--- src/co12_pkg.sv ---
// Shared constants, types and transition tables of the Carryover-12 block encoder.
package co12_pkg;

  localparam int MAX_BLOCK   = 32;
  localparam int ADDR_W      = $clog2(MAX_BLOCK);
  localparam int CNT_W       = $clog2(MAX_BLOCK + 1);
  localparam int MAX_WIDTH   = 28;
  localparam int SMALL_LIMIT = 16;
  localparam int WIDTH_W     = 5;
  localparam int GAP_W       = MAX_WIDTH;
  localparam int WORD_W      = 32;
  localparam int BITS_W      = 6;
  localparam int CFG_IDX_W   = 2;
  localparam int CFG_DATA_W  = 5;

  localparam logic [CFG_IDX_W-1:0] CFG_START_ROW = 2'd0;
  localparam logic [CFG_IDX_W-1:0] CFG_ZERO_GAPS = 2'd1;

  // loader -> packer: a complete block waits in the stores
  typedef struct packed {
    logic               pending;
    logic               bad;
    logic [WIDTH_W-1:0] widest;
    logic [CNT_W-1:0]   count;
  } co12_blk_t;

  // packer -> loader/top
  typedef struct packed {
    logic busy;
    logic done;
  } co12_stat_t;

  // Columns 0..2 of a transition-table row, packed {c2, c1, c0}.
  // tsel = {big tables, 32-bit table}. Empty rows fall back to row 15.
  function automatic logic [3*WIDTH_W-1:0] row_cols(input logic [1:0] tsel,
                                                     input logic [4:0] row);
    logic [3*WIDTH_W-1:0] fb;
    logic [3*WIDTH_W-1:0] r;
    case (tsel)
      2'd0:    fb = {5'd15, 5'd14, 5'd10};
      2'd1:    fb = {5'd15, 5'd10, 5'd8};
      2'd2:    fb = {5'd15, 5'd14, 5'd10};
      default: fb = {5'd16, 5'd15, 5'd10};
    endcase
    case (row) inside
      5'd1, 5'd2: r = {5'd3, 5'd2, 5'd1};
      5'd3:       r = {5'd4, 5'd3, 5'd2};
      5'd4:       r = {5'd5, 5'd4, 5'd3};
      5'd5:       r = {5'd6, 5'd5, 5'd4};
      5'd6:       r = {5'd7, 5'd6, 5'd5};
      5'd7:       r = {5'd8, 5'd7, 5'd6};
      5'd8:       r = tsel[0] ? {5'd10, 5'd9, 5'd7} : {5'd10, 5'd7, 5'd6};
      5'd9: begin
        case (tsel)
          2'd0:    r = {5'd10, 5'd8, 5'd7};
          2'd2:    r = {5'd15, 5'd10, 5'd8};
          default: r = {5'd15, 5'd10, 5'd7};
        endcase
      end
      5'd10:      r = tsel[0] ? {5'd15, 5'd10, 5'd8} : {5'd14, 5'd10, 5'd9};
      5'd14: begin
        case (tsel)
          2'd0:    r = {5'd15, 5'd10, 5'd8};
          2'd2:    r = {5'd16, 5'd15, 5'd10};
          default: r = {5'd15, 5'd10, 5'd7};
        endcase
      end
      5'd16:      r = tsel[0] ? {5'd15, 5'd14, 5'd10} : {5'd15, 5'd10, 5'd7};
      5'd28:      r = tsel[1] ? {5'd16, 5'd10, 5'd6} : fb;
      default:    r = fb;
    endcase
    return r;
  endfunction

endpackage

--- src/carryover12_block_encoder_core.sv ---
// Carryover-12 block encoder: top level with config registers, stores, loader and packer.
// Load: one gap per cycle while no block is pending; the last gap of a block (or the 32nd) hands
//   the block to the packer. Encode: per group a setup step, a prep step, a scan of the values
//   against the columns, a selector step and the packed values, the last two held while a full
//   word cannot be emitted; a too-wide column repeats prep and scan. Flush sends the final word.
// Bad block: the single error transfer is loaded from the error state.
// Reset (rst, synchronous): control cleared, start_row 15, zero mode off; stores not cleared.
module carryover12_block_encoder_core (
  input  logic                               clk,
  input  logic                               rst,
  // gap input channel
  input  logic                               in_valid,
  output logic                               in_stall,
  input  logic [31:0]                        gap_value,
  input  logic                               block_end,
  // word output channel
  output logic                               out_valid,
  input  logic                               out_stall,
  output logic [31:0]                        code_word,
  output logic                               last_word,
  output logic                               gap_error,
  // configuration write channel
  input  logic                               cfg_valid,
  output logic                               cfg_ready,
  input  logic [co12_pkg::CFG_IDX_W-1:0]     cfg_index,
  input  logic [co12_pkg::CFG_DATA_W-1:0]    cfg_data
);
  import co12_pkg::*;

  logic [4:0]          start_row;
  logic                zero_gaps;

  co12_blk_t           blk;
  co12_stat_t          stat;
  logic                wr_en;
  logic [ADDR_W-1:0]   wr_addr;
  logic [GAP_W-1:0]    wr_gap;
  logic [WIDTH_W-1:0]  wr_width;
  logic [ADDR_W-1:0]   rd_addr;
  logic [GAP_W-1:0]    rd_gap;
  logic [WIDTH_W-1:0]  rd_width;

  // Config writes must only be issued while idle (the block does not enforce it); always ready.
  assign cfg_ready = 1'b1;

  always_ff @(posedge clk) begin
    if (rst) begin
      start_row <= 5'd15;
      zero_gaps <= 1'b0;
    end else if (cfg_valid) begin
      unique case (cfg_index)
        CFG_START_ROW: start_row <= cfg_data[4:0];
        CFG_ZERO_GAPS: zero_gaps <= cfg_data[0];
        default:       ;
      endcase
    end
  end

  // Loader owns the input transfer and the write side of both stores.
  co12_loader u_loader (
    .clk       (clk),
    .rst       (rst),
    .in_valid  (in_valid),
    .in_stall  (in_stall),
    .gap_value (gap_value),
    .block_end (block_end),
    .zero_gaps (zero_gaps),
    .stat      (stat),
    .blk       (blk),
    .wr_en     (wr_en),
    .wr_addr   (wr_addr),
    .wr_gap    (wr_gap),
    .wr_width  (wr_width)
  );

  // Coded values (minus-one form unless zero mode is on), 28 bits.
  co12_ram #(.WIDTH(GAP_W), .DEPTH(MAX_BLOCK)) u_gap_ram (
    .clk   (clk),
    .we    (wr_en),
    .waddr (wr_addr),
    .wdata (wr_gap),
    .raddr (rd_addr),
    .rdata (rd_gap)
  );

  // Bit widths of the coded values; scanned for the column fit check.
  co12_ram #(.WIDTH(WIDTH_W), .DEPTH(MAX_BLOCK)) u_width_ram (
    .clk   (clk),
    .we    (wr_en),
    .waddr (wr_addr),
    .wdata (wr_width),
    .raddr (rd_addr),
    .rdata (rd_width)
  );

  // Packer reads both stores at one address and drives the output register.
  co12_packer u_packer (
    .clk       (clk),
    .rst       (rst),
    .blk       (blk),
    .start_row (start_row),
    .rd_addr   (rd_addr),
    .rd_width  (rd_width),
    .rd_gap    (rd_gap),
    .out_valid (out_valid),
    .out_stall (out_stall),
    .code_word (code_word),
    .last_word (last_word),
    .gap_error (gap_error),
    .stat      (stat)
  );

  // Error transfer is always a lone, empty, final word.
  a_err_word: assert property (@(posedge clk) disable iff (rst)
    (out_valid && gap_error) |-> (last_word && code_word == '0))
    else $error("error transfer not a lone final zero word");

  // No gap may be taken while a block is being packed.
  a_busy_stall: assert property (@(posedge clk) disable iff (rst)
    stat.busy |-> in_stall)
    else $error("input open while packer busy");

  // Finishing a block reopens the input.
  a_done_open: assert property (@(posedge clk) disable iff (rst)
    stat.done |=> !in_stall)
    else $error("input still stalled after block done");

endmodule

--- src/co12_ram.sv ---
// Generic single-write, single-read RAM with registered read data.
module co12_ram #(
  parameter int WIDTH = 8,
  parameter int DEPTH = 32,
  localparam int AW   = $clog2(DEPTH)
) (
  input  logic             clk,
  input  logic             we,
  input  logic [AW-1:0]    waddr,
  input  logic [WIDTH-1:0] wdata,
  input  logic [AW-1:0]    raddr,
  output logic [WIDTH-1:0] rdata
);

  logic [WIDTH-1:0] mem [DEPTH];

  always_ff @(posedge clk) begin
    if (we) begin
      mem[waddr] <= wdata;
    end
    rdata <= mem[raddr];
  end

endmodule

--- src/co12_loader.sv ---
// Gap loader: codes each gap, finds its width, writes the stores, tracks block status.
module co12_loader (
  input  logic                            clk,
  input  logic                            rst,
  input  logic                            in_valid,
  output logic                            in_stall,
  input  logic [31:0]                     gap_value,
  input  logic                            block_end,
  input  logic                            zero_gaps,
  input  co12_pkg::co12_stat_t            stat,
  output co12_pkg::co12_blk_t             blk,
  output logic                            wr_en,
  output logic [co12_pkg::ADDR_W-1:0]     wr_addr,
  output logic [co12_pkg::GAP_W-1:0]      wr_gap,
  output logic [co12_pkg::WIDTH_W-1:0]    wr_width
);
  import co12_pkg::*;

  logic [CNT_W-1:0]   count;
  logic [WIDTH_W-1:0] widest;
  logic               bad;
  logic               pending;

  logic [WORD_W-1:0]  coded;
  logic               bad_now;
  logic               bad_next;
  logic               accept;
  logic [WIDTH_W-1:0] wid;
  logic [CNT_W-1:0]   count_inc;

  assign coded     = zero_gaps ? gap_value : gap_value - WORD_W'(1);
  assign bad_now   = (!zero_gaps && gap_value == '0) || (coded[WORD_W-1:MAX_WIDTH] != '0);
  assign bad_next  = bad || bad_now;
  assign accept    = in_valid && !pending;
  assign count_inc = count + CNT_W'(1);

  // bit length of the coded value
  always_comb begin
    wid = '0;
    for (int i = 0; i < GAP_W; i++) begin
      if (coded[i]) wid = WIDTH_W'(i + 1);
    end
  end

  assign wr_en    = accept && !bad_next;
  assign wr_addr  = count[ADDR_W-1:0];
  assign wr_gap   = coded[GAP_W-1:0];
  assign wr_width = wid;
  assign in_stall = pending;

  assign blk.pending = pending;
  assign blk.bad     = bad;
  assign blk.widest  = widest;
  assign blk.count   = count;

  always_ff @(posedge clk) begin
    if (rst || stat.done) begin
      count   <= '0;
      widest  <= '0;
      bad     <= 1'b0;
      pending <= 1'b0;
    end else if (accept) begin
      count <= count_inc;
      bad   <= bad_next;
      if (wr_en && wid > widest) widest <= wid;
      if (block_end || count_inc == CNT_W'(MAX_BLOCK)) pending <= 1'b1;
    end
  end

endmodule

--- src/co12_packer.sv ---
// Word packer: walks the stored block, picks columns by first fit, builds output words.
module co12_packer (
  input  logic                         clk,
  input  logic                         rst,
  input  co12_pkg::co12_blk_t          blk,
  input  logic [4:0]                   start_row,
  output logic [co12_pkg::ADDR_W-1:0]  rd_addr,
  input  logic [co12_pkg::WIDTH_W-1:0] rd_width,
  input  logic [co12_pkg::GAP_W-1:0]   rd_gap,
  output logic                         out_valid,
  input  logic                         out_stall,
  output logic [31:0]                  code_word,
  output logic                         last_word,
  output logic                         gap_error,
  output co12_pkg::co12_stat_t         stat
);
  import co12_pkg::*;

  localparam logic [2:0] P_IDLE  = 3'd0;
  localparam logic [2:0] P_SETUP = 3'd1;
  localparam logic [2:0] P_PREP  = 3'd2;
  localparam logic [2:0] P_SCAN  = 3'd3;
  localparam logic [2:0] P_SEL   = 3'd4;
  localparam logic [2:0] P_VAL   = 3'd5;
  localparam logic [2:0] P_FLUSH = 3'd6;
  localparam logic [2:0] P_ERR   = 3'd7;

  logic [2:0]              state;
  logic [WORD_W-1:0]       accum;
  logic [BITS_W-1:0]       br;
  logic [CNT_W-1:0]        ri;
  logic [4:0]              row;
  logic                    big;
  logic [CNT_W-1:0]        n;
  logic [3:0][WIDTH_W-1:0] cols;
  logic [BITS_W-1:0]       avail;
  logic [3:0]              fits;
  logic [CNT_W-1:0]        k;
  logic [3:0][BITS_W-1:0]  sum;
  logic [3:0][CNT_W-1:0]   cnt;
  logic [2:0]              fail;
  logic [1:0]              sel;
  logic [WIDTH_W-1:0]      size;
  logic [CNT_W-1:0]        elems;

  logic                    out_free;
  logic [CNT_W-1:0]        rem;
  logic [GAP_W-1:0]        pb_val;
  logic [WIDTH_W-1:0]      pb_b;
  logic                    need_emit;
  logic [BITS_W-1:0]       br0;
  logic [BITS_W-1:0]       shamt;
  logic [WORD_W-1:0]       acc_new;
  logic [BITS_W-1:0]       br_new;
  logic [GAP_W-1:0]        mask;
  logic [3:0]              fits_now;
  logic [3:0]              inc;
  logic                    adv;
  logic                    load_out;
  logic [WORD_W-1:0]       load_word;
  logic                    load_last;
  logic                    load_err;

  assign out_free = !out_valid || !out_stall;
  assign rem      = n - ri;

  // bit appender
  always_comb begin
    if (state == P_SEL) begin
      pb_val = GAP_W'(sel);
      pb_b   = WIDTH_W'(2);
    end else begin
      pb_val = rd_gap;
      pb_b   = size;
    end
    need_emit = br < BITS_W'(pb_b);
    br0       = need_emit ? BITS_W'(WORD_W) : br;
    shamt     = BITS_W'(WORD_W) - br0;
    mask      = (GAP_W'(1) << pb_b) - GAP_W'(1);
    acc_new   = (need_emit ? '0 : accum) | (WORD_W'(pb_val & mask) << shamt[4:0]);
    br_new    = br0 - BITS_W'(pb_b);
  end

  always_comb begin
    for (int j = 0; j < 4; j++) begin
      fits_now[j] = BITS_W'(cols[j]) <= avail;
      inc[j] = fits[j] && (k < rem) &&
               ((7'(sum[j]) + 7'(cols[j])) <= 7'(avail));
    end
  end

  assign adv = !need_emit || out_free;

  always_comb begin
    unique case (state)
      P_SCAN:  rd_addr = ADDR_W'(ri + k + CNT_W'(1));
      P_VAL:   rd_addr = adv ? ADDR_W'(ri + CNT_W'(1)) : ri[ADDR_W-1:0];
      default: rd_addr = ri[ADDR_W-1:0];
    endcase
  end

  // output register loading
  always_comb begin
    load_out  = 1'b0;
    load_word = accum;
    load_last = 1'b0;
    load_err  = 1'b0;
    unique case (state)
      P_SEL, P_VAL: load_out = need_emit && out_free;
      P_FLUSH: begin
        load_out  = out_free;
        load_last = 1'b1;
      end
      P_ERR: begin
        load_out  = out_free;
        load_word = '0;
        load_last = 1'b1;
        load_err  = 1'b1;
      end
      default: load_out = 1'b0;
    endcase
  end

  assign stat.busy = state != P_IDLE;
  assign stat.done = (state == P_FLUSH || state == P_ERR) && out_free;

  always_ff @(posedge clk) begin
    if (rst) begin
      out_valid <= 1'b0;
    end else if (load_out) begin
      out_valid <= 1'b1;
    end else if (!out_stall) begin
      out_valid <= 1'b0;
    end
  end

  always_ff @(posedge clk) begin
    if (load_out) begin
      code_word <= load_word;
      last_word <= load_last;
      gap_error <= load_err;
    end
  end

  always_ff @(posedge clk) begin
    if (rst) begin
      state <= P_IDLE;
    end else begin
      unique case (state)
        P_IDLE: begin
          if (blk.pending) begin
            if (blk.bad) begin
              state <= P_ERR;
            end else begin
              big   <= blk.widest > WIDTH_W'(SMALL_LIMIT);
              accum <= WORD_W'(blk.widest > WIDTH_W'(SMALL_LIMIT));
              br    <= BITS_W'(WORD_W - 1);
              ri    <= '0;
              row   <= start_row;
              n     <= blk.count;
              state <= P_SETUP;
            end
          end
        end
        P_SETUP: begin
          if (ri == n) begin
            state <= P_FLUSH;
          end else begin
            avail <= (br < BITS_W'(2)) ? BITS_W'(WORD_W - 2) : br - BITS_W'(2);
            {cols[2], cols[1], cols[0]} <= row_cols({big, !(br < BITS_W'(2))}, row);
            cols[3] <= big ? WIDTH_W'(MAX_WIDTH) : WIDTH_W'(SMALL_LIMIT);
            state <= P_PREP;
          end
        end
        P_PREP: begin
          if (!fits_now[0]) begin
            avail <= BITS_W'(WORD_W);
          end else begin
            fits  <= fits_now;
            k     <= '0;
            sum   <= '0;
            cnt   <= '0;
            fail  <= '0;
            state <= P_SCAN;
          end
        end
        P_SCAN: begin
          if (inc != '0) begin
            for (int j = 0; j < 4; j++) begin
              if (inc[j]) begin
                sum[j] <= sum[j] + BITS_W'(cols[j]);
                cnt[j] <= cnt[j] + CNT_W'(1);
              end
            end
            for (int j = 0; j < 3; j++) begin
              if (inc[j] && rd_width > cols[j]) fail[j] <= 1'b1;
            end
            k <= k + CNT_W'(1);
          end else if (fits[0] && !fail[0]) begin
            sel <= 2'd0; size <= cols[0]; elems <= cnt[0]; state <= P_SEL;
          end else if (fits[1] && !fail[1]) begin
            sel <= 2'd1; size <= cols[1]; elems <= cnt[1]; state <= P_SEL;
          end else if (fits[2] && !fail[2]) begin
            sel <= 2'd2; size <= cols[2]; elems <= cnt[2]; state <= P_SEL;
          end else if (fits[3]) begin
            sel <= 2'd3; size <= cols[3]; elems <= cnt[3]; state <= P_SEL;
          end else begin
            // a column did not fit: retry against a fresh word
            avail <= BITS_W'(WORD_W);
            state <= P_PREP;
          end
        end
        P_SEL: begin
          if (adv) begin
            accum <= acc_new;
            br    <= br_new;
            k     <= '0;
            state <= P_VAL;
          end
        end
        P_VAL: begin
          if (adv) begin
            accum <= acc_new;
            br    <= br_new;
            ri    <= ri + CNT_W'(1);
            k     <= k + CNT_W'(1);
            if (k + CNT_W'(1) == elems) begin
              row   <= size;
              state <= P_SETUP;
            end
          end
        end
        P_FLUSH: begin
          if (out_free) state <= P_IDLE;
        end
        P_ERR: begin
          if (out_free) state <= P_IDLE;
        end
        default: state <= P_IDLE;
      endcase
    end
  end

endmodule

--- config.mk ---
export PLATFORM = sky130hd
export DESIGN_NAME = carryover12_block_encoder_core
export DESIGN_NICKNAME = d
export VERILOG_FILES = /design/src/co12_pkg.sv /design/src/carryover12_block_encoder_core.sv /design/src/co12_ram.sv /design/src/co12_loader.sv /design/src/co12_packer.sv
export SDC_FILE = /design/constraint.sdc
export NUM_CORES = 2
export LEC_CHECK = 0
export ABC_CLOCK_PERIOD_IN_PS = 12640
export BUFFER_PORTS_ARGS = -buffer_cell sky130_fd_sc_hd__buf_2
export CAP_MARGIN = 20
export CORE_AREA = 2 2 436 222
export CTS_CLUSTER_DIAMETER = 50
export DETAILED_ROUTE_END_ITERATION = 16
export DIE_AREA = 0 0 438 224
export PLACE_DENSITY = 0.75
export SLEW_MARGIN = 10
export SYNTH_ARGS = -nofsm -noshare
export SYNTH_HDL_FRONTEND = slang
export SYNTH_SLANG_ARGS = --single-unit
--- constraint.sdc ---
create_clock -name clk -period 12.64 [get_ports clk]
set_input_delay 0.632 -clock clk [delete_from_list [all_inputs] [get_ports clk]]
set_output_delay 0.632 -clock clk [all_outputs]
set_load 0.005 [all_outputs]
==> run summary <==
status: complete, no violations
syn_area_per_cell: 14.75 sq um
post-CTS setup buffers: 0
worst r2r src: u_packer.state[0]$_SDFFE_PP0P_
crit-path max cell delay: 0.77 ns
Core ar.: 94290 sq um
DIE HEIGHT: 224 microns
gpl congestion: 1.006
#FFs+latches synth: 1293
Pre-Repair DR Iteration Count: 7
grt ovf: 0
CTS Buf Count: 108
CP Cell Sequence: or3b_1, buf_4, nand2_1, ha_1, o21ai_0, a22oi_2, a21oi_4, nor2_1, o311ai_4, buf_12, buf_12, buf_4, mux2i_1, mux2i_1, o22ai_1, nor4_1
placed cell count: 5168
Total Routing Usage GR: 31.41%
share of cells above drive strength 1: 11.12%
sequential cell area fraction in the yosys report: 65.90%
Die Wd: 438 microns
Worst Skew: 0.02999 ns
top-count cell post-synth: edfxtp_1
Reg clk slew, reported paths: 0.07 ns
Synth Instances: 3937
r2r setup slk: 5.98 ns
dpl hpwl: 90020 microns
largest cells by area after synthesis: edfxtp_1 (64%), mux2i_1 (14%), ha_1 (2.3%), dfxtp_1 (1.9%), o22ai_1 (1.5%)
via/cell ratio: 6.569
unrepaired setup endpoints after global routing: no
area occupied by registers: 38270 sq um
setup TNS: 0 ns
design area: 63720 sq um
critical path arrival: 7.29 ns
largest net degree at the start of global routing: 139
Final ANT Viol Nets: 0
I/O pins: 82
CP max FO: 138
final hold violation count: 0
Commonest cells post-synth: edfxtp_1 (1237), mux2i_1 (819), nor2_1 (213)
FILL cells: 6446
initial antenna violation count: 12
Async S/R FF share, synth: 0%
Syn Nets: 4096
synthesized area: 58060 sq um
CP required: 13.27 ns
First DRT Iteration DRCs: 5772
# setup viols final: 0
Nets: 4171
CTS Hold Bufs: 0
footprint of the multi-input gates: 18760 sq um
Worst-Margin Slew: 1.124 ns
Tightest Hold Check Type: input pin to flop
area leader, netlist: edfxtp_1
crit end category: flop
H-tree Lvls: 3
Power Dens Cells: 177.5 nW/um^2
Cell variety after synth: 89
top achievable clock speed: 150.1 MHz
Worst Setup EP: u_width_ram.rdata[0]$_DFF_P_
CTS tree: built
Post-DP Area: 60070 sq um
post-CTS sizing: 0
reg-to-reg endpoint: u_width_ram.rdata[0]$_DFF_P_
Post-synth EDFFs: 1237
CP max stage cell: buf_4
Max Cap Violations: 0
Non-Filler Instances: 5387
row count: 80
Final Slew Violations: 0
Setup CP Type: flop to flop
Worst-Skew Late Latency: 0.75 ns
DRC violations left: 0
# clock sinks: 1293
total wire length: 155100 microns
CP startpoint kind: flop
Routed WL per cell: 28.79 microns
Crit. Startpoint: u_packer.state[0]$_SDFFE_PP0P_
worst-case clock buffer depth: 3
top-area cell type share of the netlist area: 63.97%
number of port buffers: 80
clk root buf: clkbuf_16
worst r2r path cells: 16
Slew HR: 25.06%
Via Count: 35385
Starting Density: 61.58%
Area Overhead vs Synth: 9.749%
Die Area: 98110 sq um
Leakage: 0.02402 uW
yosys synthesis warning count: 0
vias in the first global route: 32510
Synth Flop Type: edfxtp_1
Final Cycle Share: 52.71%
post-layout min period: 6.663 ns
worst vdd ir: 0.1612 mV
first-pass GRT wire length: 223100 microns
-- sequential cells by signal (all words and copies together), names as in the netlist, 5 cells and up --
| signal | cells |
|---|---|
| u_width_ram.rdata | 5 |
| u_packer.avail | 6 |
| u_gap_ram.rdata | 28 |
| u_packer.cols | 14 |
| start_row | 5 |
| u_gap_ram.mem | 896 |
| u_packer.accum | 32 |
| u_packer.cnt | 24 |
| u_packer.k | 6 |
| u_packer.size | 5 |
| u_loader.count | 6 |
| u_packer.elems | 6 |
| u_width_ram.mem | 160 |
| u_packer.sum | 22 |
| u_packer.row | 5 |
| u_packer.code_word | 32 |
| u_packer.br | 6 |
| u_packer.n | 6 |
| u_packer.ri | 6 |
| u_loader.widest | 5 |
-- layer usage --
layer	share of wire, %	GRT usage, %	routed length (microns)	up-vias
li1	-	-	-	15391
met5	0.029	0	45	-
met3	13	9.848	20830	246
met4	2.6	8.498	3961	6
met1	44	49.69	68070	17574
met2	40	41.53	62210	2168
-- worst min path at each step --
stage                                   startpoint                        end  slack, ns  cells past startpoint
global route                           cfg_data[1]  start_row[1]$_SDFFE_PP1P_       0.08                      3
detailed placement       start_row[3]$_SDFFE_PP1P_  start_row[3]$_SDFFE_PP1P_       0.46                      2
global placement         start_row[0]$_SDFFE_PP1P_  start_row[0]$_SDFFE_PP1P_       0.46                      2
CTS                                    cfg_data[1]  start_row[1]$_SDFFE_PP1P_       0.07                      3
floorplan           u_loader.count[4]$_SDFFE_PP0P_    u_packer.n[4]$_DFFE_PP_       0.41                      0
finish                                 cfg_data[3]  start_row[3]$_SDFFE_PP1P_       0.11                      3
-- power by group --
part	internal (uW)	switching (uW)	leakage, uW
Clock	1790	1580	0.00173
Combinational	1170	1730	0.0106
Sequential	4860	193	0.0117
Total	7810	3500	0.0240
-- placed cells by master (no fill, tap or decap), types with 86 or more instances in the layout --
master / Yosys / routed
edfxtp_1: 1237 / 1237
mux2i_1: 819 / 819
nor2_1: 213 / 180
o22ai_1: 141 / 141
nand2_1: 132 / 124
clkbuf_16: 0 / 109
ha_1: 107 / 107
a21oi_1: 104 / 101
buf_4: 20 / 88
inv_1: 86 / 86
-- cell type report --
type                            instances  area share, %
Multi-Input combinational cell       2344          29.44
Clock inverter                         64         0.9150
Tap cell                             1271          2.496
Sequential cell                      1293          60.05
Antenna cell                            8        0.03142
Timing Repair Buffer                  177          1.922
Inverter                               88         0.5183
Clock buffer                          142          4.632
-- worst max-delay path, delay by kind of cell, from the launching register on --
family	cells	cell delay, ns
buffers and inverters	4	2.51
AO/OA/AOI/OAI	5	1.59
AND/OR/NAND/NOR	4	0.79
flip-flops	1	0.76
multiplexers	2	0.33
adder cells (fa/ha/maj)	1	0.29
-- metrics by stage --
stage	utilization, %	setup WS [ns]	power (uW)	hold slack, ns
after floorplan	-	6.129	7248	0.4064
after global placement	63.69	6.169	7906	0.4552
after detailed placement	63.71	6.090	7949	0.4638
after CTS	67.46	6.031	11260	0.06550
after global routing	67.58	5.500	11690	0.08247
final	67.58	5.977	11310	0.1095
-- cells by family after synthesis --
group	synth area share (%)
simple gates	6.475
other cells	0.006458
fa+ha+maj	2.547
flops	65.90
compound gates	6.335
mux	14.66
xor+xnor	1.403
buf+inv	2.668
Note: power is estimated with default switching activity, not from simulation.
